[config.mk]
export PLATFORM = sky130hd
export DESIGN_NAME = utf8_stream_validator_flat
export DESIGN_NICKNAME = d
export VERILOG_FILES = /design/src/u8v_pkg.sv /design/src/u8v_if.sv /design/src/u8v_front.sv /design/src/u8v_fifo.sv /design/src/u8v_back.sv /design/src/utf8_stream_validator.sv /design/src/flat_wrapper.sv
export VERILOG_INCLUDE_DIRS = /design/src /design/src/src
export SDC_FILE = /design/constraint.sdc
export NUM_CORES = 1
export LEC_CHECK = 0
export BUFFER_PORTS_ARGS = -buffer_cell sky130_fd_sc_hd__buf_4
export CORE_MARGIN = 1.5
export CORE_UTILIZATION = 57
export CTS_CLUSTER_SIZE = 12
export DETAILED_ROUTE_END_ITERATION = 12
export PLACE_DENSITY = 0.76
export SLEW_MARGIN = 20
export SYNTH_ARGS = -nofsm -noshare
export SYNTH_HDL_FRONTEND = slang
export SYNTH_HIERARCHICAL = 1
export SYNTH_SLANG_ARGS = --single-unit
[constraint.sdc]
create_clock -name clk_i -period 3.15 [get_ports clk_i]
set_input_delay 0.1575 -clock clk_i [delete_from_list [all_inputs] [get_ports clk_i]]
set_output_delay 0.1575 -clock clk_i [all_outputs]
set_load 0.01 [all_outputs]
[src/utf8_stream_validator_defines.svh]
// ----------------------------------------------------------------------------
// UTF-8 stream validator assertion macros
// Shared concurrent-check wrappers, clocked on clk_i, gated by rst_ni.
// ----------------------------------------------------------------------------
`ifndef UTF8_STREAM_VALIDATOR_DEFINES_SVH
`define UTF8_STREAM_VALIDATOR_DEFINES_SVH

// same-cycle implication
`define U8V_ASSERT_IMP(lbl, ante, cons, msg) \
  lbl: assert property (@(posedge clk_i) disable iff (!rst_ni) (ante) |-> (cons)) \
    else $error(msg);

// next-cycle implication
`define U8V_ASSERT_NXT(lbl, ante, cons, msg) \
  lbl: assert property (@(posedge clk_i) disable iff (!rst_ni) (ante) |=> (cons)) \
    else $error(msg);

`endif

[src/u8v_pkg.sv]
// ----------------------------------------------------------------------------
// UTF-8 stream validator package
// Byte constants, window codes and the classified-byte record.
// ----------------------------------------------------------------------------
package u8v_pkg;

  localparam int unsigned FifoDepthDef = 2;

  // window codes for the first continuation byte of a sequence
  typedef enum logic [2:0] {
    WIN_ANY   = 3'd0,  // 80-BF
    WIN_A0_BF = 3'd1,
    WIN_80_9F = 3'd2,
    WIN_90_BF = 3'd3,
    WIN_80_8F = 3'd4
  } win_e;

  localparam int unsigned NumWin = 5;

  localparam logic [7:0] ContMask = 8'hC0;
  localparam logic [7:0] ContTag  = 8'h80;
  localparam logic [7:0] Lead2Lo  = 8'hC2;
  localparam logic [7:0] Lead2Hi  = 8'hDF;
  localparam logic [7:0] ByteA0   = 8'hA0;
  localparam logic [7:0] ByteBF   = 8'hBF;
  localparam logic [7:0] Byte9F   = 8'h9F;
  localparam logic [7:0] Byte90   = 8'h90;
  localparam logic [7:0] Byte8F   = 8'h8F;
  localparam logic [7:0] LeadE0   = 8'hE0;
  localparam logic [7:0] LeadED   = 8'hED;
  localparam logic [7:0] LeadE1   = 8'hE1;
  localparam logic [7:0] LeadEF   = 8'hEF;
  localparam logic [7:0] LeadF0   = 8'hF0;
  localparam logic [7:0] LeadF1   = 8'hF1;
  localparam logic [7:0] LeadF3   = 8'hF3;
  localparam logic [7:0] LeadF4   = 8'hF4;

  // byte as seen by the back end: both readings precomputed
  typedef struct packed {
    logic              last;
    logic [1:0]        lead_due;
    win_e              lead_win;
    logic              lead_bad;
    logic [NumWin-1:0] cont_ok;
  } class_t;

endpackage

[src/u8v_if.sv]
// ----------------------------------------------------------------------------
// UTF-8 stream validator channels
// Valid/ready byte input channel and verdict output channel.
// ----------------------------------------------------------------------------
interface u8v_in_if;
  logic       valid;
  logic       ready;
  logic [7:0] data_byte;
  logic       end_of_string;

  modport source (output valid, data_byte, end_of_string, input ready);
  modport sink   (input valid, data_byte, end_of_string, output ready);
endinterface

interface u8v_out_if;
  logic valid;
  logic ready;
  logic fault_seen;
  logic verdict_ready;
  logic string_valid;

  modport source (output valid, fault_seen, verdict_ready, string_valid, input ready);
  modport sink   (input valid, fault_seen, verdict_ready, string_valid, output ready);
endinterface

[src/u8v_front.sv]
// ----------------------------------------------------------------------------
// UTF-8 stream validator front end
// Accepts bytes, classifies each as lead and as continuation, registers it.
// ----------------------------------------------------------------------------
module u8v_front (
  input  logic            clk_i,
  input  logic            rst_ni,
  input  logic            in_valid_i,
  output logic            in_ready_o,
  input  logic [7:0]      data_byte_i,
  input  logic            end_of_string_i,
  output logic            cls_valid_o,
  input  logic            cls_ready_i,
  output u8v_pkg::class_t cls_o
);

  logic            vld_q, vld_d;
  u8v_pkg::class_t cls_q;
  u8v_pkg::class_t cls_c;
  logic            take;

  always_comb begin
    cls_c          = '0;
    cls_c.last     = end_of_string_i;
    cls_c.lead_win = u8v_pkg::WIN_ANY;

    cls_c.cont_ok[u8v_pkg::WIN_ANY] =
      (data_byte_i & u8v_pkg::ContMask) == u8v_pkg::ContTag;
    cls_c.cont_ok[u8v_pkg::WIN_A0_BF] =
      data_byte_i inside {[u8v_pkg::ByteA0 : u8v_pkg::ByteBF]};
    cls_c.cont_ok[u8v_pkg::WIN_80_9F] =
      data_byte_i inside {[u8v_pkg::ContTag : u8v_pkg::Byte9F]};
    cls_c.cont_ok[u8v_pkg::WIN_90_BF] =
      data_byte_i inside {[u8v_pkg::Byte90 : u8v_pkg::ByteBF]};
    cls_c.cont_ok[u8v_pkg::WIN_80_8F] =
      data_byte_i inside {[u8v_pkg::ContTag : u8v_pkg::Byte8F]};

    if (!data_byte_i[7]) begin
      cls_c.lead_due = 2'd0;
    end else if (data_byte_i inside {[u8v_pkg::Lead2Lo : u8v_pkg::Lead2Hi]}) begin
      cls_c.lead_due = 2'd1;
    end else if (data_byte_i == u8v_pkg::LeadE0) begin
      cls_c.lead_due = 2'd2;
      cls_c.lead_win = u8v_pkg::WIN_A0_BF;
    end else if (data_byte_i == u8v_pkg::LeadED) begin
      // surrogates excluded
      cls_c.lead_due = 2'd2;
      cls_c.lead_win = u8v_pkg::WIN_80_9F;
    end else if (data_byte_i inside {[u8v_pkg::LeadE1 : u8v_pkg::LeadEF]}) begin
      cls_c.lead_due = 2'd2;
    end else if (data_byte_i == u8v_pkg::LeadF0) begin
      cls_c.lead_due = 2'd3;
      cls_c.lead_win = u8v_pkg::WIN_90_BF;
    end else if (data_byte_i inside {[u8v_pkg::LeadF1 : u8v_pkg::LeadF3]}) begin
      cls_c.lead_due = 2'd3;
    end else if (data_byte_i == u8v_pkg::LeadF4) begin
      // caps at U+10FFFF
      cls_c.lead_due = 2'd3;
      cls_c.lead_win = u8v_pkg::WIN_80_8F;
    end else begin
      cls_c.lead_bad = 1'b1;
    end
  end

  assign in_ready_o = !vld_q || cls_ready_i;
  assign take       = in_valid_i && in_ready_o;

  always_comb begin
    vld_d = vld_q;
    if (take) begin
      vld_d = 1'b1;
    end else if (cls_ready_i) begin
      vld_d = 1'b0;
    end
  end

  always_ff @(posedge clk_i or negedge rst_ni) begin
    if (!rst_ni) begin
      vld_q <= 1'b0;
    end else begin
      vld_q <= vld_d;
    end
  end

  always_ff @(posedge clk_i) begin
    if (take) begin
      cls_q <= cls_c;
    end
  end

  assign cls_valid_o = vld_q;
  assign cls_o       = cls_q;

endmodule

[src/u8v_fifo.sv]
// ----------------------------------------------------------------------------
// UTF-8 stream validator queue
// Short FIFO of classified bytes between the front and back ends.
// ----------------------------------------------------------------------------
module u8v_fifo #(
  parameter int unsigned Depth = u8v_pkg::FifoDepthDef
) (
  input  logic            clk_i,
  input  logic            rst_ni,
  input  logic            push_valid_i,
  output logic            push_ready_o,
  input  u8v_pkg::class_t push_data_i,
  output logic            pop_valid_o,
  input  logic            pop_ready_i,
  output u8v_pkg::class_t pop_data_o
);

  localparam int unsigned PtrW = (Depth > 1) ? $clog2(Depth) : 1;
  localparam int unsigned CntW = $clog2(Depth + 1);
  localparam logic [PtrW-1:0] LastPtr = PtrW'(Depth - 1);
  localparam logic [CntW-1:0] FullCnt = CntW'(Depth);

  u8v_pkg::class_t mem_q [Depth];
  logic [PtrW-1:0] wr_ptr_q, wr_ptr_d;
  logic [PtrW-1:0] rd_ptr_q, rd_ptr_d;
  logic [CntW-1:0] cnt_q, cnt_d;
  logic            push, pop;

  assign push_ready_o = cnt_q != FullCnt;
  assign pop_valid_o  = cnt_q != '0;
  assign push         = push_valid_i && push_ready_o;
  assign pop          = pop_ready_i && pop_valid_o;
  assign pop_data_o   = mem_q[rd_ptr_q];

  always_comb begin
    wr_ptr_d = wr_ptr_q;
    rd_ptr_d = rd_ptr_q;
    cnt_d    = cnt_q;
    if (push) begin
      wr_ptr_d = (wr_ptr_q == LastPtr) ? '0 : wr_ptr_q + 1'b1;
    end
    if (pop) begin
      rd_ptr_d = (rd_ptr_q == LastPtr) ? '0 : rd_ptr_q + 1'b1;
    end
    if (push && !pop) begin
      cnt_d = cnt_q + 1'b1;
    end else if (pop && !push) begin
      cnt_d = cnt_q - 1'b1;
    end
  end

  always_ff @(posedge clk_i or negedge rst_ni) begin
    if (!rst_ni) begin
      wr_ptr_q <= '0;
      rd_ptr_q <= '0;
      cnt_q    <= '0;
    end else begin
      wr_ptr_q <= wr_ptr_d;
      rd_ptr_q <= rd_ptr_d;
      cnt_q    <= cnt_d;
    end
  end

  always_ff @(posedge clk_i) begin
    if (push) begin
      mem_q[wr_ptr_q] <= push_data_i;
    end
  end

endmodule

[src/u8v_back.sv]
// ----------------------------------------------------------------------------
// UTF-8 stream validator back end
// Sequence state update per byte and registered verdict output.
// ----------------------------------------------------------------------------
`include "utf8_stream_validator_defines.svh"

module u8v_back (
  input  logic            clk_i,
  input  logic            rst_ni,
  input  logic            cls_valid_i,
  output logic            cls_ready_o,
  input  u8v_pkg::class_t cls_i,
  output logic            out_valid_o,
  input  logic            out_ready_i,
  output logic            fault_seen_o,
  output logic            verdict_ready_o,
  output logic            string_valid_o
);

  logic          [1:0] due_q, due_d;
  u8v_pkg::win_e       win_q, win_d;
  logic                pend_q, pend_d;
  logic                fault_q, fault_d;

  logic out_vld_q, out_vld_d;
  logic out_fault_q, out_fault_d;
  logic out_verdict_q, out_verdict_d;
  logic out_okay_q, out_okay_d;

  u8v_pkg::win_e win_sel;
  logic          cont_ok;
  logic          pop;
  logic [1:0]    due_n;
  logic          fault_n;

  assign cls_ready_o = !out_vld_q || out_ready_i;
  assign pop         = cls_valid_i && cls_ready_o;

  always_comb begin
    win_sel = pend_q ? win_q : u8v_pkg::WIN_ANY;
    case (win_sel)
      u8v_pkg::WIN_A0_BF: cont_ok = cls_i.cont_ok[u8v_pkg::WIN_A0_BF];
      u8v_pkg::WIN_80_9F: cont_ok = cls_i.cont_ok[u8v_pkg::WIN_80_9F];
      u8v_pkg::WIN_90_BF: cont_ok = cls_i.cont_ok[u8v_pkg::WIN_90_BF];
      u8v_pkg::WIN_80_8F: cont_ok = cls_i.cont_ok[u8v_pkg::WIN_80_8F];
      default:            cont_ok = cls_i.cont_ok[u8v_pkg::WIN_ANY];
    endcase
  end

  always_comb begin
    due_d   = due_q;
    win_d   = win_q;
    pend_d  = pend_q;
    fault_d = fault_q;

    out_vld_d     = out_vld_q;
    out_fault_d   = out_fault_q;
    out_verdict_d = out_verdict_q;
    out_okay_d    = out_okay_q;

    // sequence step for the head byte
    due_n   = due_q;
    fault_n = fault_q;
    if (due_q != 2'd0) begin
      // bad continuation closes the sequence; the byte is not re-read as a lead
      due_n  = cont_ok ? due_q - 2'd1 : 2'd0;
      fault_n = fault_q | !cont_ok;
    end else if (cls_i.lead_bad) begin
      fault_n = 1'b1;
    end else begin
      due_n = cls_i.lead_due;
    end

    if (pop) begin
      out_vld_d = 1'b1;
      if (cls_i.last) begin
        out_fault_d   = fault_n | (due_n != 2'd0);
        out_verdict_d = 1'b1;
        out_okay_d    = !(fault_n | (due_n != 2'd0));
        due_d         = 2'd0;
        win_d         = u8v_pkg::WIN_ANY;
        pend_d        = 1'b0;
        fault_d       = 1'b0;
      end else begin
        out_fault_d   = fault_n;
        out_verdict_d = 1'b0;
        out_okay_d    = 1'b0;
        due_d         = due_n;
        fault_d       = fault_n;
        if (due_q == 2'd0 && !cls_i.lead_bad && cls_i.lead_due != 2'd0) begin
          win_d  = cls_i.lead_win;
          pend_d = 1'b1;
        end else begin
          win_d  = u8v_pkg::WIN_ANY;
          pend_d = 1'b0;
        end
      end
    end else if (out_ready_i) begin
      out_vld_d = 1'b0;
    end
  end

  always_ff @(posedge clk_i or negedge rst_ni) begin
    if (!rst_ni) begin
      due_q     <= 2'd0;
      win_q     <= u8v_pkg::WIN_ANY;
      pend_q    <= 1'b0;
      fault_q   <= 1'b0;
      out_vld_q <= 1'b0;
    end else begin
      due_q     <= due_d;
      win_q     <= win_d;
      pend_q    <= pend_d;
      fault_q   <= fault_d;
      out_vld_q <= out_vld_d;
    end
  end

  always_ff @(posedge clk_i) begin
    out_fault_q   <= out_fault_d;
    out_verdict_q <= out_verdict_d;
    out_okay_q    <= out_okay_d;
  end

  assign out_valid_o     = out_vld_q;
  assign fault_seen_o    = out_fault_q;
  assign verdict_ready_o = out_verdict_q;
  assign string_valid_o  = out_okay_q;

  `U8V_ASSERT_IMP(a_pend_has_due, pend_q, due_q != 2'd0, "first continuation pending while idle")
  `U8V_ASSERT_IMP(a_win_needs_pend, win_q != u8v_pkg::WIN_ANY, pend_q, "stale narrow window")
  `U8V_ASSERT_NXT(a_last_clears, pop && cls_i.last,
                  due_q == 2'd0 && !pend_q && !fault_q, "state kept across strings")
  `U8V_ASSERT_IMP(a_valid_verdict, out_vld_q && out_okay_q,
                  out_verdict_q && !out_fault_q, "valid verdict with fault or mid-string")

endmodule

[src/utf8_stream_validator.sv]
// Each byte passes the front register, the queue and the output register on the way to its result.
// Throughput: one byte per cycle while the output accepts; the back end updates the sequence state per byte.
// Back-pressure on the output stalls the back end; the front keeps filling the queue.
// Reset (rst_ni low, asynchronous) empties all stages and returns sequence state to idle.
// ----------------------------------------------------------------------------
// UTF-8 stream validator
// Strict RFC 3629 well-formedness check, one byte and one result per transfer.
// ----------------------------------------------------------------------------
module utf8_stream_validator #(
  parameter int unsigned FifoDepth = u8v_pkg::FifoDepthDef
) (
  input  logic clk_i,
  input  logic rst_ni,
  u8v_in_if.sink    in_i,
  u8v_out_if.source out_o
);

  logic            f_valid, f_ready;
  u8v_pkg::class_t f_cls;
  logic            q_valid, q_ready;
  u8v_pkg::class_t q_cls;

  u8v_front u_front (
    .clk_i           (clk_i),
    .rst_ni          (rst_ni),
    .in_valid_i      (in_i.valid),
    .in_ready_o      (in_i.ready),
    .data_byte_i     (in_i.data_byte),
    .end_of_string_i (in_i.end_of_string),
    .cls_valid_o     (f_valid),
    .cls_ready_i     (f_ready),
    .cls_o           (f_cls)
  );

  u8v_fifo #(
    .Depth (FifoDepth)
  ) u_fifo (
    .clk_i        (clk_i),
    .rst_ni       (rst_ni),
    .push_valid_i (f_valid),
    .push_ready_o (f_ready),
    .push_data_i  (f_cls),
    .pop_valid_o  (q_valid),
    .pop_ready_i  (q_ready),
    .pop_data_o   (q_cls)
  );

  u8v_back u_back (
    .clk_i           (clk_i),
    .rst_ni          (rst_ni),
    .cls_valid_i     (q_valid),
    .cls_ready_o     (q_ready),
    .cls_i           (q_cls),
    .out_valid_o     (out_o.valid),
    .out_ready_i     (out_o.ready),
    .fault_seen_o    (out_o.fault_seen),
    .verdict_ready_o (out_o.verdict_ready),
    .string_valid_o  (out_o.string_valid)
  );

endmodule

[src/flat_wrapper.sv]
// flat-port wrapper written by rule: the top's interface ports become plain ports
module utf8_stream_validator_flat 
#(
  parameter int unsigned FifoDepth = u8v_pkg::FifoDepthDef
)
  (clk_i, rst_ni, in_i_valid, in_i_data_byte, in_i_end_of_string, in_i_ready, out_o_valid, out_o_fault_seen, out_o_verdict_ready, out_o_string_valid, out_o_ready);
  u8v_in_if in_i_i ();
  u8v_out_if out_o_i ();
  input  logic clk_i;
  input  logic rst_ni;
  input wire logic [$bits(in_i_i.valid)-1:0] in_i_valid;
  input wire logic [$bits(in_i_i.data_byte)-1:0] in_i_data_byte;
  input wire logic [$bits(in_i_i.end_of_string)-1:0] in_i_end_of_string;
  output wire logic [$bits(in_i_i.ready)-1:0] in_i_ready;
  output wire logic [$bits(out_o_i.valid)-1:0] out_o_valid;
  output wire logic [$bits(out_o_i.fault_seen)-1:0] out_o_fault_seen;
  output wire logic [$bits(out_o_i.verdict_ready)-1:0] out_o_verdict_ready;
  output wire logic [$bits(out_o_i.string_valid)-1:0] out_o_string_valid;
  input wire logic [$bits(out_o_i.ready)-1:0] out_o_ready;
  assign in_i_i.valid = in_i_valid;
  assign in_i_i.data_byte = in_i_data_byte;
  assign in_i_i.end_of_string = in_i_end_of_string;
  assign in_i_ready = in_i_i.ready;
  assign out_o_valid = out_o_i.valid;
  assign out_o_fault_seen = out_o_i.fault_seen;
  assign out_o_verdict_ready = out_o_i.verdict_ready;
  assign out_o_string_valid = out_o_i.string_valid;
  assign out_o_i.ready = out_o_ready;
  utf8_stream_validator #(.FifoDepth(FifoDepth)) u_core (.clk_i(clk_i), .rst_ni(rst_ni), .in_i(in_i_i), .out_o(out_o_i));
endmodule
Word level (Yosys, flattened, before mapping)
Memories as Yosys holds them, arrays and structs flattened.
Cells that the tools add are included.

word-level totals
  bits in registers = 28
  bits in latches = 0
  RAM bits = 24
  memory bits (read-only) = 0
  bits of input ports = 13
  output and inout bits = 5
  word-level logic and storage cells = 130
  memories kept = 1

memories
  memory               depth  width  read ports  clocked after Yosys merged registers in  write ports  line            text
  u_core.u_fifo.mem_q  2      12     1           0                                        1            u8v_fifo.sv:23  u8v_pkg::class_t mem_q [Depth];

cells by class
  add/subtract/negate cells = 5
  $mul = 0
  divide/modulo/power cells = 0
  magnitude comparators = 12
  equal/unequal tests = 10
  shifts and indexed selects = 0
  muxes and demuxes = 45
  bitwise gates (word level) = 3
  reduce and logical (&&, ||, !) cells = 34

operator list
  cell                                                    count
  >= comparator 8 bit (second input constant)             6
  less-or-equal comparator 8 bit (second input constant)  6
  two-way mux 5 bit                                       7
  equality test 8 bit (second input constant)             4
  two-way mux 4 bit                                       8
  two-way mux 1 bit                                       18
  two-way mux 2 bit                                       8
  logical AND 1 bit                                       14
  nonzero test 2 bit                                      7
  two-way mux 3 bit                                       3
  zero test 1 bit                                         7
  equality test 3 x 2 -> 1 bit (second input constant)    2
  OR reduction 6 bit                                      1
  one-hot mux 1 bit (4 select lines)                      1
  subtractor 2 x 1 -> 2 bit (second input constant)       2
  equality test 3 x 1 -> 1 bit (second input constant)    1
  equality test 3 bit (second input constant)             1
  OR reduction 3 bit                                      1
  adder 1 bit (second input constant)                     2
  adder 2 x 1 -> 2 bit (second input constant)            1
  equality test 2 bit (second input constant)             1
  zero test 2 bit                                         1
  logical OR 1 bit                                        2
  != test 2 bit (second input constant)                   1
  other kinds (3)                                         4

Longest topological paths before layout
Gate-level depths: netlist (run 1).

  word-level depth = 17
  mapped depth = 7
  mapped depth without buffers = 7

Hierarchy
The synthesis (run 1) kept the hierarchy.

modules (own cells, without submodules)
  module     times used  cells an instance  area each (µm²)  seq. area each (µm²)
  u8v_fifo   1           55                 1078.5           820.8
  u8v_back   1           57                 609.3            290.3
  u8v_front  1           42                 561.8            385.4

Least setup slack after synthesis (run 1)
Ideal clock, no wire load.

  kind = register to register
  from = reg u_core.u_fifo.rd_ptr_q
  to = reg u_core.u_back.out_fault_q (netlist: u_core/u_back/fault_seen_o), data pin
  setup time = 0.261 ns
  arrival = 1.774 ns
  data required time = 2.889 ns
  path slack = 1.116 ns
  cell stages (with the launch flop) = 8
  buffers on the path = 1
  period minus slack after synthesis = 2.034 ns
  cells stage by stage = dfrtp_1 buf_6 mux2_2 mux2i_1 nor2b_2 o311ai_4 o21ai_2 a221o_1

RTL lines
  element                   line             text
  start: declaration        u8v_fifo.sv:25   logic [PtrW-1:0] rd_ptr_q, rd_ptr_d;
  start signal: assignment  u8v_fifo.sv:59   rd_ptr_q <= rd_ptr_d;
  end signal: assignment    u8v_back.sv:120  out_fault_q <= out_fault_d;
  end: declaration          u8v_back.sv:26   logic out_fault_q, out_fault_d;

==> results of run 1 <==
## logic make-up (layout without fill, tap and decap cells)
kind of cell,count (synthesis),count (layout)
flip-flops,52,52
buffers and inverters,9,34
AND/OR/NAND/NOR,47,47
multiplexers,14,14
adder cells (fa/ha/maj),2,2
XOR/XNOR,5,5
AO/OA/AOI/OAI,25,25
## timing repair
action                                  in CTS  in global routing
gates resized for setup                      0                  0
setup buffers                                0                  0
hold endpoints to repair                    13                  0
hold buffers                                 1                  0
endpoints found under the setup margin       0                  0
## final timing paths
kind,from,end,slack [ns],cells past startpoint
max in group asynchronous,rst_ni,u_core/u_fifo/cnt_q[0],2.72,2
min reg2reg,u_core/u_front/cls_o[6],u_core/u_fifo/mem_q[1][6],0.46,0
max reg2reg,u_core/u_fifo/rd_ptr_q,u_core/u_back/fault_seen_o,0.81,6
min in group asynchronous,rst_ni,u_core/u_back/win_q[1],0.26,2
max,u_core/u_fifo/rd_ptr_q,u_core/u_back/fault_seen_o,0.81,6
min,in_i_end_of_string,u_core/u_front/cls_o[11],0.04,1
## power groups by stage
stage	clock network [µW]	registers [µW]	logic, µW
2_1_floorplan	0	1110	574
3_3_place_gp	0	1140	689
3_5_place_dp	0	1150	714
4_1_cts	447	1140	720
5_1_grt	479	1170	796
6_report	438	1140	718
## worst max-delay path, cell delays in order (launching register included)
cell	delay (ns)
dfrtp_1	0.68
mux2_2	0.39
mux2i_1	0.17
nor2b_2	0.08
o311ai_4	0.36
o21ai_2	0.08
a221o_1	0.34
## registers in the layout (all words and copies together), names as in the netlist
register                       cells
u_core/u_fifo/mem_q               24
u_core/u_front/cls_o              12
u_core/u_back/win_q                3
u_core/u_back/due_q                2
u_core/u_fifo/cnt_q                2
u_core/u_back/fault_q              1
u_core/u_back/fault_seen_o         1
u_core/u_back/out_valid_o          1
u_core/u_back/pend_q               1
u_core/u_back/string_valid_o       1
u_core/u_back/verdict_ready_o      1
u_core/u_fifo/rd_ptr_q             1
u_core/u_fifo/wr_ptr_q             1
u_core/u_front/cls_valid_o         1
## stage by stage
step | std cells | utilization | worst slack, ns | hold slack (ns)
final | 227 | 0.686 | 0.810 | 0.0351
after CTS | 227 | 0.686 | 0.829 | 0.0245
after detailed placement | 218 | 0.653 | 0.842 | 0.0153
after global routing | 227 | 0.686 | 0.688 | 0.0109
after floorplan | 154 | - | 1.12 | -0.138
after global placement | 218 | 0.653 | 0.924 | 0.00813
## cell usage in the layout, fill, tap and decap left out, types with 2 or more instances in the layout
cell type  instances
edfxtp_1          39
inv_1              8
nand4b_1           2
and3_1             2
nand2_1            7
nor2_1             8
a22o_1             2
nand2b_1           7
ha_1               2
clkbuf_8           5
xnor2_1            3
o21ai_0            6
buf_4             17
and2_1             3
mux2_2            13
dfrtp_1           13
xor2_1             2
nand4_1            2
nor4_1             2
a21oi_1            5
## per-layer routing
layer | share of wire | up-vias | track usage
met5 | 0 | - | 0
met1 | 0.44 | 595 | 0.218
met2 | 0.51 | 29 | 0.293
met3 | 0.042 | 6 | 0.0511
li1 | - | 629 | -
met4 | 0.014 | 0 | 0.0677
## cells in the mapped netlist (2+ instances only)
library cell	n
nand2_1	7
o21ai_0	6
xor2_1	2
a22o_1	2
nand4_1	2
nand2b_1	7
mux2_2	13
nand4b_1	2
and2_1	3
dfrtp_1	13
nor2_1	8
nor4_1	2
edfxtp_1	39
inv_1	8
a21oi_1	5
and3_1	2
xnor2_1	3
ha_1	2
## layout make-up
type,instances,share of cell area
Multi-Input combinational cell,93,0.279
Timing Repair Buffer,18,0.0540
Clock inverter,3,0.0167
Inverter,8,0.0118
Sequential cell,52,0.587
Clock buffer,5,0.0270
Tap cell,48,0.0236
==> results.sh, run 1 <==
export IMPL_ys_seq_elements=52
export IMPL_syn_nets=169
export IMPL_fin_crit_ns=2.34
export IMPL_yosysWarnings=6
export IMPL_die_y_um=65.8
export IMPL_drc=0
export IMPL_clkSinkCount=52
export IMPL_synth_simple_area_share=0.132
export IMPL_cts_made_buffers=5
export IMPL_io_pins=18
export IMPL_worst_setup_path_type="reg -> reg"
export IMPL_hold_path_class="in -> reg"
export IMPL_cts_tree="done"
export IMPL_async_flop_share=0.250
export IMPL_postRouteAntennaNets=0
export IMPL_power_switching_share=0.311
export IMPL_synth_edff_count=39
export IMPL_syn_avg_cell_area_um2=14.6
export IMPL_routed_via_density=5.55
export IMPL_fin_crit_sh=0.743
export IMPL_register_area_um2=1500
export IMPL_antenna_cells=0
export IMPL_leakage_uw=0.000972
export IMPL_rsz0062_at_grt="false"
export IMPL_peakVddDrop_v=0.000541
export IMPL_grt_overflow=0
export IMPL_fmax_ghz=0.427
export IMPL_hold_violations=0
export IMPL_die_width_um=65.8
export IMPL_wire_per_inst_um=14.6
export IMPL_relSlewSlack=0.361
export IMPL_synth_distinct_cells=46
export IMPL_seq_power_share=0.496
export IMPL_cp_start_kind="flip-flop"
export IMPL_grt_pass1_wl_um=5570
export IMPL_cap_violations=0
export IMPL_synth_ff_type="edfxtp_1"
export IMPL_power_density_nw_per_um2=901
export IMPL_drt_iter0_markers=104
export IMPL_multi_input_area_um2=712
export IMPL_grt_pass1_vias=1223
export IMPL_pwr_share_comb=0.313
export IMPL_synthesis_instances=154
export IMPL_portBuffers=17
export IMPL_synth_top_family_by_area="simple AND/OR/NAND/NOR gates"
export IMPL_p_clk_frac=0.191
export IMPL_layout_nets=193
export IMPL_fp_coreArea_um2=3720
export IMPL_yosysTopAreaCellShare=0.521
export IMPL_setup_viol=0
export IMPL_clock_latency_ns=0.30
export IMPL_dieArea_um2=4330
export IMPL_fin_tns_setup_ns=0
export IMPL_crit_arrival_ns=2.39
export IMPL_synthXorXnorAreaFrac=0.0195
export IMPL_synth_area_leaders="edfxtp_1 52%, dfrtp_1 14%, mux2_2 6.5%"
export IMPL_status="finished clean"
export IMPL_grt_max_degree=17
export IMPL_initial_core_util=0.605
export IMPL_p_int_uw=1580
export IMPL_p_sw_uw=715
export IMPL_maxSlewViolCount=0
export IMPL_wirelength_um=3320
export IMPL_synthMuxAreaShare=0.0695
export IMPL_first_pass_iters=4
export IMPL_crit_fanout=13
export IMPL_critical_path_endpoint_type="flip-flop"
export IMPL_dpl_hpwl_um=2320
export IMPL_power_uw=2290
export IMPL_required_ns=3.20
export IMPL_skew_ns=0.00833
export IMPL_h_tree_depth=2
export IMPL_synth_area_leader_cell="edfxtp_1"
export IMPL_drive_gt1_frac=0.251
export IMPL_vias=1259
export IMPL_place_area_um2=2430
export IMPL_synth_compound_area_share=0.0845
export IMPL_path_clk_slew_ns=0.08
export IMPL_clockRootBuffer="clkbuf_8"
export IMPL_place_congestion=0.735
export IMPL_nFillCells=274
export IMPL_ys_seq_area_frac=0.665
export IMPL_area_growth_pct=13.2
export IMPL_antenna_found_initial=0
export IMPL_tightestPinTransition_ns=0.955
export IMPL_synth_fa_ha_area_frac=0.0111
export IMPL_num_rows=22
export IMPL_grt_total_usage=0.176
export IMPL_clk_path_buf_depth=2
export IMPL_design_area_um2=2550
export IMPL_synth_area_um2=2250
(Power assumes the default switching activity.)
==> run 2, diff against run 1 <==
ABC_AREA = 1   (was not set)
clock period = 2.3 ns   (was 3.15 ns; I/O delays follow)
==> results.sh, run 2 <==
export IMPL_status="finished clean"
export IMPL_power_switching_share=0.365
export IMPL_clock_latency_ns=0.30
export IMPL_synth_ff_type="edfxtp_1"
export IMPL_drc=0
export IMPL_portBuffers=17
export IMPL_hold_buffers=3
export IMPL_largest_reg_flops=24
export IMPL_drive_gt1_frac=0.193
export IMPL_synth_area_leader_cell="edfxtp_1"
export IMPL_grt_pass1_vias=1395
export IMPL_synthesis_instances=231
export IMPL_pwr_share_comb=0.345
export IMPL_io_pins=18
export IMPL_h_tree_depth=2
export IMPL_crit_path_frequent_cell="nand2_1"
export IMPL_crit_fanout=14
export IMPL_p_int_uw=1960
export IMPL_worst_setup_path_type="reg -> reg"
export IMPL_critPathSlowestCell="dfrtp_1"
export IMPL_synth_top_cells_by_count="79 x nand2_1, 39 x edfxtp_1, 31 x inv_1"
export IMPL_clkSinkCount=52
export IMPL_clk_path_buf_depth=2
export IMPL_crit_chain="inv_2 > nand2_1 > nand2_1 > nor2_1 > nor2_1 > nand2_1 > nand2_1 > nand2_1 > nand2_2 > nand2_1 > a21o_1 > o21bai_1"
export IMPL_cap_violations=0
export IMPL_hold_path_cell_count=2
export IMPL_ys_seq_elements=52
export IMPL_cts_tree="done"
export IMPL_synth_area_um2=2350
export IMPL_routed_via_density=4.90
export IMPL_rr_startpoint="u_core/u_fifo/rd_ptr_q"
export IMPL_maxSlewViolCount=0
export IMPL_power_density_nw_per_um2=1160
export IMPL_fmax_ghz=0.535
export IMPL_dpl_hpwl_um=2770
export IMPL_hold_path_class="in -> reg"
export IMPL_wire_per_inst_um=12.1
export IMPL_wirelength_um=3750
export IMPL_drt_iter0_markers=112
export IMPL_synth_area_leaders="edfxtp_1 50%, dfrtp_1 14%, nand2_1 13%"
export IMPL_path_clk_slew_ns=0.09
export IMPL_min_to="u_core/u_front/cls_o[0]"
export IMPL_async_flop_share=0.250
export IMPL_grt_pass1_wl_um=6210
export IMPL_syn_avg_cell_area_um2=10.2
export IMPL_fin_crit_ns=1.87
export IMPL_setup_viol=0
export IMPL_dieArea_um2=4520
export IMPL_min_from="in_i_data_byte[6]"
export IMPL_seq_power_share=0.488
export IMPL_ys_seq_area_frac=0.636
export IMPL_place_area_um2=2540
export IMPL_crit_start="u_core/u_fifo/rd_ptr_q"
export IMPL_p_clk_frac=0.167
export IMPL_fin_tns_setup_ns=0
export IMPL_grt_overflow=0
export IMPL_dp_cells=298
export IMPL_yosysMostFrequentCell="nand2_1"
export IMPL_num_rows=23
export IMPL_hold_violations=0
export IMPL_place_congestion=0.762
export IMPL_skew_ns=0.00592
export IMPL_cpPeakStageDelay_ns=0.53
export IMPL_postLayoutCoreUtil=0.670
export IMPL_top_register="u_core/u_fifo/mem_q"
export IMPL_design_area_um2=2660
export IMPL_crit_arrival_ns=1.93
export IMPL_cts_made_buffers=5
export IMPL_die_y_um=67.3
export IMPL_required_ns=2.36
export IMPL_grt_max_degree=18
export IMPL_synth_distinct_cells=27
export IMPL_final_common_cell="nand2_1"
export IMPL_postRouteAntennaNets=0
export IMPL_area_growth_pct=13.0
export IMPL_antenna_cells=0
export IMPL_r2r_slack_ns=0.43
export IMPL_p_sw_uw=1130
export IMPL_peakVddDrop_v=0.000479
export IMPL_clockRootBuffer="clkbuf_8"
export IMPL_tightestPinTransition_ns=0.395
export IMPL_relSlewSlack=0.737
export IMPL_initial_core_util=0.593
export IMPL_fin_crit_sh=0.813
export IMPL_instances_no_fill=309
export IMPL_syn_nets=246
export IMPL_mostFrequentLayoutCells="79 x nand2_1, 39 x edfxtp_1, 31 x inv_1, 20 x buf_4, 16 x nor2_1"
export IMPL_ff2ff_path_depth=12
export IMPL_critical_path_endpoint_type="flip-flop"
export IMPL_synth_edff_count=39
export IMPL_leakage_uw=0.00122
export IMPL_yosysTopAreaCellShare=0.498
export IMPL_nFillCells=310
export IMPL_antenna_found_initial=0
export IMPL_worstReg2RegEnd="u_core/u_back/fault_seen_o"
export IMPL_rsz0062_at_grt="false"
export IMPL_cts_repair_resized=0
export IMPL_grt_total_usage=0.191
export IMPL_cp_start_kind="flip-flop"
export IMPL_power_uw=3090
export IMPL_die_width_um=67.3
export IMPL_vias=1515
export IMPL_yosysWarnings=6
export IMPL_layout_nets=273
export IMPL_post_cts_buffers=0
export IMPL_fp_coreArea_um2=3970
export IMPL_first_pass_iters=4
-- run 2: worst max-delay path by stage --
stage	endpoint	slack [ns]
after floorplan	u_core/u_back/fault_seen_o	0.70
after global placement	u_core/u_back/fault_seen_o	0.50
after detailed placement	u_core/u_back/fault_seen_o	0.43
after CTS	u_core/u_back/fault_seen_o	0.42
after global routing	u_core/u_back/string_valid_o	0.14
final	u_core/u_back/fault_seen_o	0.43
-- run 2: layout make-up --
cell class	count	area [µm²]	area share
clock inverters	3	23.8	0.00894
well taps	50	62.6	0.0235
clock buffers	5	68.8	0.0259
multi-input cells	141	696	0.262
repair buffers	23	180	0.0678
flip-flops and latches	52	1500	0.563
inverters	35	131	0.0494
-- run 2: through the flow --
stage / hold WS, ns / worst slack [ns]
2_1_floorplan: -0.181 / 0.703
3_3_place_gp: -0.0264 / 0.497
3_5_place_dp: -0.0235 / 0.434
4_1_cts: 0.0932 / 0.421
5_1_grt: 0.0984 / 0.143
6_report: 0.102 / 0.431
-- run 2: power by group through the flow --
stage | logic [µW] | registers (µW) | clock network, µW
2_1_floorplan | 806 | 1490 | 0
3_3_place_gp | 1030 | 1520 | 0
3_5_place_dp | 1060 | 1530 | 0
4_1_cts | 1070 | 1510 | 529
5_1_grt | 1220 | 1550 | 572
6_report | 1070 | 1510 | 515
-- run 2: routing by layer --
layer | up-vias | GRT usage | wire length, µm
met5 | - | 0 | 0
met4 | 0 | 0.0867 | 71
met3 | 5 | 0.0483 | 122
met2 | 26 | 0.332 | 1890
met1 | 692 | 0.223 | 1660
li1 | 792 | - | -
-- run 2: kinds of logic (layout without fill, tap and decap cells) --
family                     count (synthesis)  in the layout  share of synthesized area
xor gates and xnor gates                   2              2                     0.0106
DFF                                       52             52                      0.636
and+or+nand+nor                          120            120                      0.230
buffers and inverters                     38             66                     0.0686
AOI/OAI and AO/OA                         17             17                     0.0441
adders and majority gates                  2              2                     0.0106
-- run 2: worst max-delay path, delay by kind of cell, from the launching register on --
kind	cells	cell delay [ns]
AND/OR/NAND/NOR	9	0.55
flip-flops	1	0.53
AO/OA/AOI/OAI	2	0.30
buffers and inverters	1	0.24
==> run 3, diff against run 2 <==
ABC_AREA = 0   (was 1)
CORE_UTILIZATION = 53   (was 57)
PLACE_DENSITY = 0.75   (was 0.76)
clock period = 1.6 ns   (was 2.3 ns; I/O delays follow)
==> results.sh, run 3 (same netlist as run 1, synthesis figures left out) <==
export IMPL_instances_no_fill=252
export IMPL_portBuffers=17
export IMPL_drc=0
export IMPL_postRouteAntennaNets=0
export IMPL_peakVddDrop_v=0.000957
export IMPL_h_tree_depth=2
export IMPL_violations="setup timing"
export IMPL_crit_buf_inv=0
export IMPL_maxSlewViolCount=0
export IMPL_cts_made_buffers=5
export IMPL_dpl_hpwl_um=2600
export IMPL_num_rows=23
export IMPL_io_pins=18
export IMPL_hold_violations=0
export IMPL_critical_path_endpoint_type="flip-flop"
export IMPL_crit_fanout=6
export IMPL_drt_iter0_markers=83
export IMPL_grt_overflow=0
export IMPL_die_width_um=68.2
export IMPL_dp_cells=238
export IMPL_routed_via_density=5.45
export IMPL_nFillCells=274
export IMPL_min_from="in_i_data_byte[0]"
export IMPL_hold_path_cell_count=2
export IMPL_mostFrequentLayoutCells="39 x edfxtp_1, 35 x buf_4, 11 x dfrtp_1, 10 x mux2_2, 8 x inv_1"
export IMPL_hold_path_class="in -> reg"
export IMPL_place_congestion=0.804
export IMPL_r2r_slack_ns=-0.38
export IMPL_leakage_uw=0.00110
export IMPL_grt_max_degree=15
export IMPL_drive_gt1_frac=0.381
export IMPL_die_y_um=68.2
export IMPL_clkSinkCount=52
export IMPL_wirelength_um=3750
export IMPL_rr_startpoint="u_core/u_fifo/rd_ptr_q"
export IMPL_clockRootBuffer="clkbuf_8"
export IMPL_wire_per_inst_um=14.9
export IMPL_path_clk_slew_ns=0.08
export IMPL_power_density_nw_per_um2=1770
export IMPL_cap_violations=0
export IMPL_path_delay_family="compound AO/OA/AOI/OAI gates"
export IMPL_ff2ff_path_depth=6
export IMPL_setup_viol=8
export IMPL_fp_coreArea_um2=4030
export IMPL_fin_crit_ns=1.98
export IMPL_initial_core_util=0.558
export IMPL_post_place_ws_ns=-0.407
export IMPL_vias=1374
export IMPL_grt_total_usage=0.185
export IMPL_crit_arrival_ns=2.02
export IMPL_layout_nets=216
export IMPL_final_common_cell="edfxtp_1"
export IMPL_largest_reg_flops=24
export IMPL_cpPeakStageDelay_ns=0.45
export IMPL_skew_ns=0.00598
export IMPL_fin_crit_sh=1.23
export IMPL_clock_latency_ns=0.29
export IMPL_first_pass_iters=4
export IMPL_tightestPinTransition_ns=0.312
export IMPL_grt_pass1_wl_um=6180
export IMPL_worst_setup_path_type="reg -> reg"
export IMPL_cp_start_kind="flip-flop"
export IMPL_relSlewSlack=0.790
export IMPL_status="complete, but fails checks"
export IMPL_dieArea_um2=4640
export IMPL_grt_pass1_vias=1397
export IMPL_critPathSlowestCell="dfrtp_2"
export IMPL_min_to="u_core/u_front/cls_o[6]"
export IMPL_top_register="u_core/u_fifo/mem_q"
export IMPL_antenna_cells=0
export IMPL_clk_path_buf_depth=2
export IMPL_setup_slack_ns=-0.376
export IMPL_area_growth_pct=23.6
export IMPL_antenna_found_initial=0
export IMPL_worstReg2RegEnd="u_core/u_back/fault_seen_o"
export IMPL_fmax_ghz=0.506
export IMPL_required_ns=1.64
export IMPL_cts_tree="done"
export IMPL_rsz0062_at_grt="true"
export IMPL_crit_chain="mux2_2 > nor4b_2 > a21oi_2 > o311ai_4 > o21ai_2 > a221o_1"
==> run 3: worst register-to-register path: cells and delay by family, from the launching register on <==
family | cells | cell delay (ns)
AOI/OAI and AO/OA | 4 | 0.65
muxes | 1 | 0.36
and+or+nand+nor | 1 | 0.28
DFF | 1 | 0.45
==> run 3: worst max-delay path by stage <==
stage | from | to | slack (ns) | cells past startpoint
after floorplan | u_core/u_fifo/rd_ptr_q | u_core/u_back/fault_seen_o | -0.41 | 7
after global placement | u_core/u_fifo/rd_ptr_q | u_core/u_back/fault_seen_o | -0.37 | 6
after detailed placement | u_core/u_fifo/rd_ptr_q | u_core/u_back/fault_seen_o | -0.41 | 6
after CTS | u_core/u_fifo/rd_ptr_q | u_core/u_back/fault_seen_o | -0.35 | 6
after global routing | u_core/u_fifo/rd_ptr_q | u_core/u_back/fault_seen_o | -0.42 | 7
final | u_core/u_fifo/rd_ptr_q | u_core/u_back/fault_seen_o | -0.38 | 6
==> run 3: final cells by class <==
class	count	area, µm²	area share
Tap cell	50	62.6	0.0225
Sequential cell	52	1500	0.539
Clock inverter	1	3.75	0.00135
Multi-Input combinational cell	93	783	0.282
Clock buffer	7	76.3	0.0274
Timing Repair Buffer	41	327	0.117
Inverter	8	30.0	0.0108
==> run 3: repair_timing <==
item | in CTS | in global routing
setup endpoints to repair | 9 | 22
gates resized for setup | 8 | 9
pin swaps | 2 | 8
setup buffers | 1 | 2
endpoints found under the hold margin | 15 | 0
hold buffers | 3 | 0
==> run 3: per-stage QoR <==
stage,cell area (µm²),TNS (ns),utilization,hold slack (ns),total power [µW]
2_1_floorplan,2270,-0.900,-,-0.216,3370
3_5_place_dp,2590,-1.76,0.642,-0.0539,4030
4_1_cts,2740,-1.47,0.680,0.104,4830
6_report,2780,-1.45,0.690,0.111,4920
5_1_grt,2780,-1.95,0.690,0.114,5220
3_3_place_gp,2590,-1.47,0.642,-0.0634,3950
==> run 3: where the power goes <==
part | total (µW) | internal, µW | leakage, µW | switching [µW]
registers | 2200 | 1970 | 0.000534 | 232
clock network | 680 | 305 | 0.0000399 | 375
logic | 2040 | 1080 | 0.000526 | 967
total | 4920 | 3350 | 0.00110 | 1570
==> run 3: metal layers <==
layer  vias up  GRT usage  share of wire
met2        24      0.348           0.55
met5         -          0              0
met4         0     0.0600          0.011
met3         4     0.0444          0.027
li1        678          -              -
met1       668      0.202           0.42
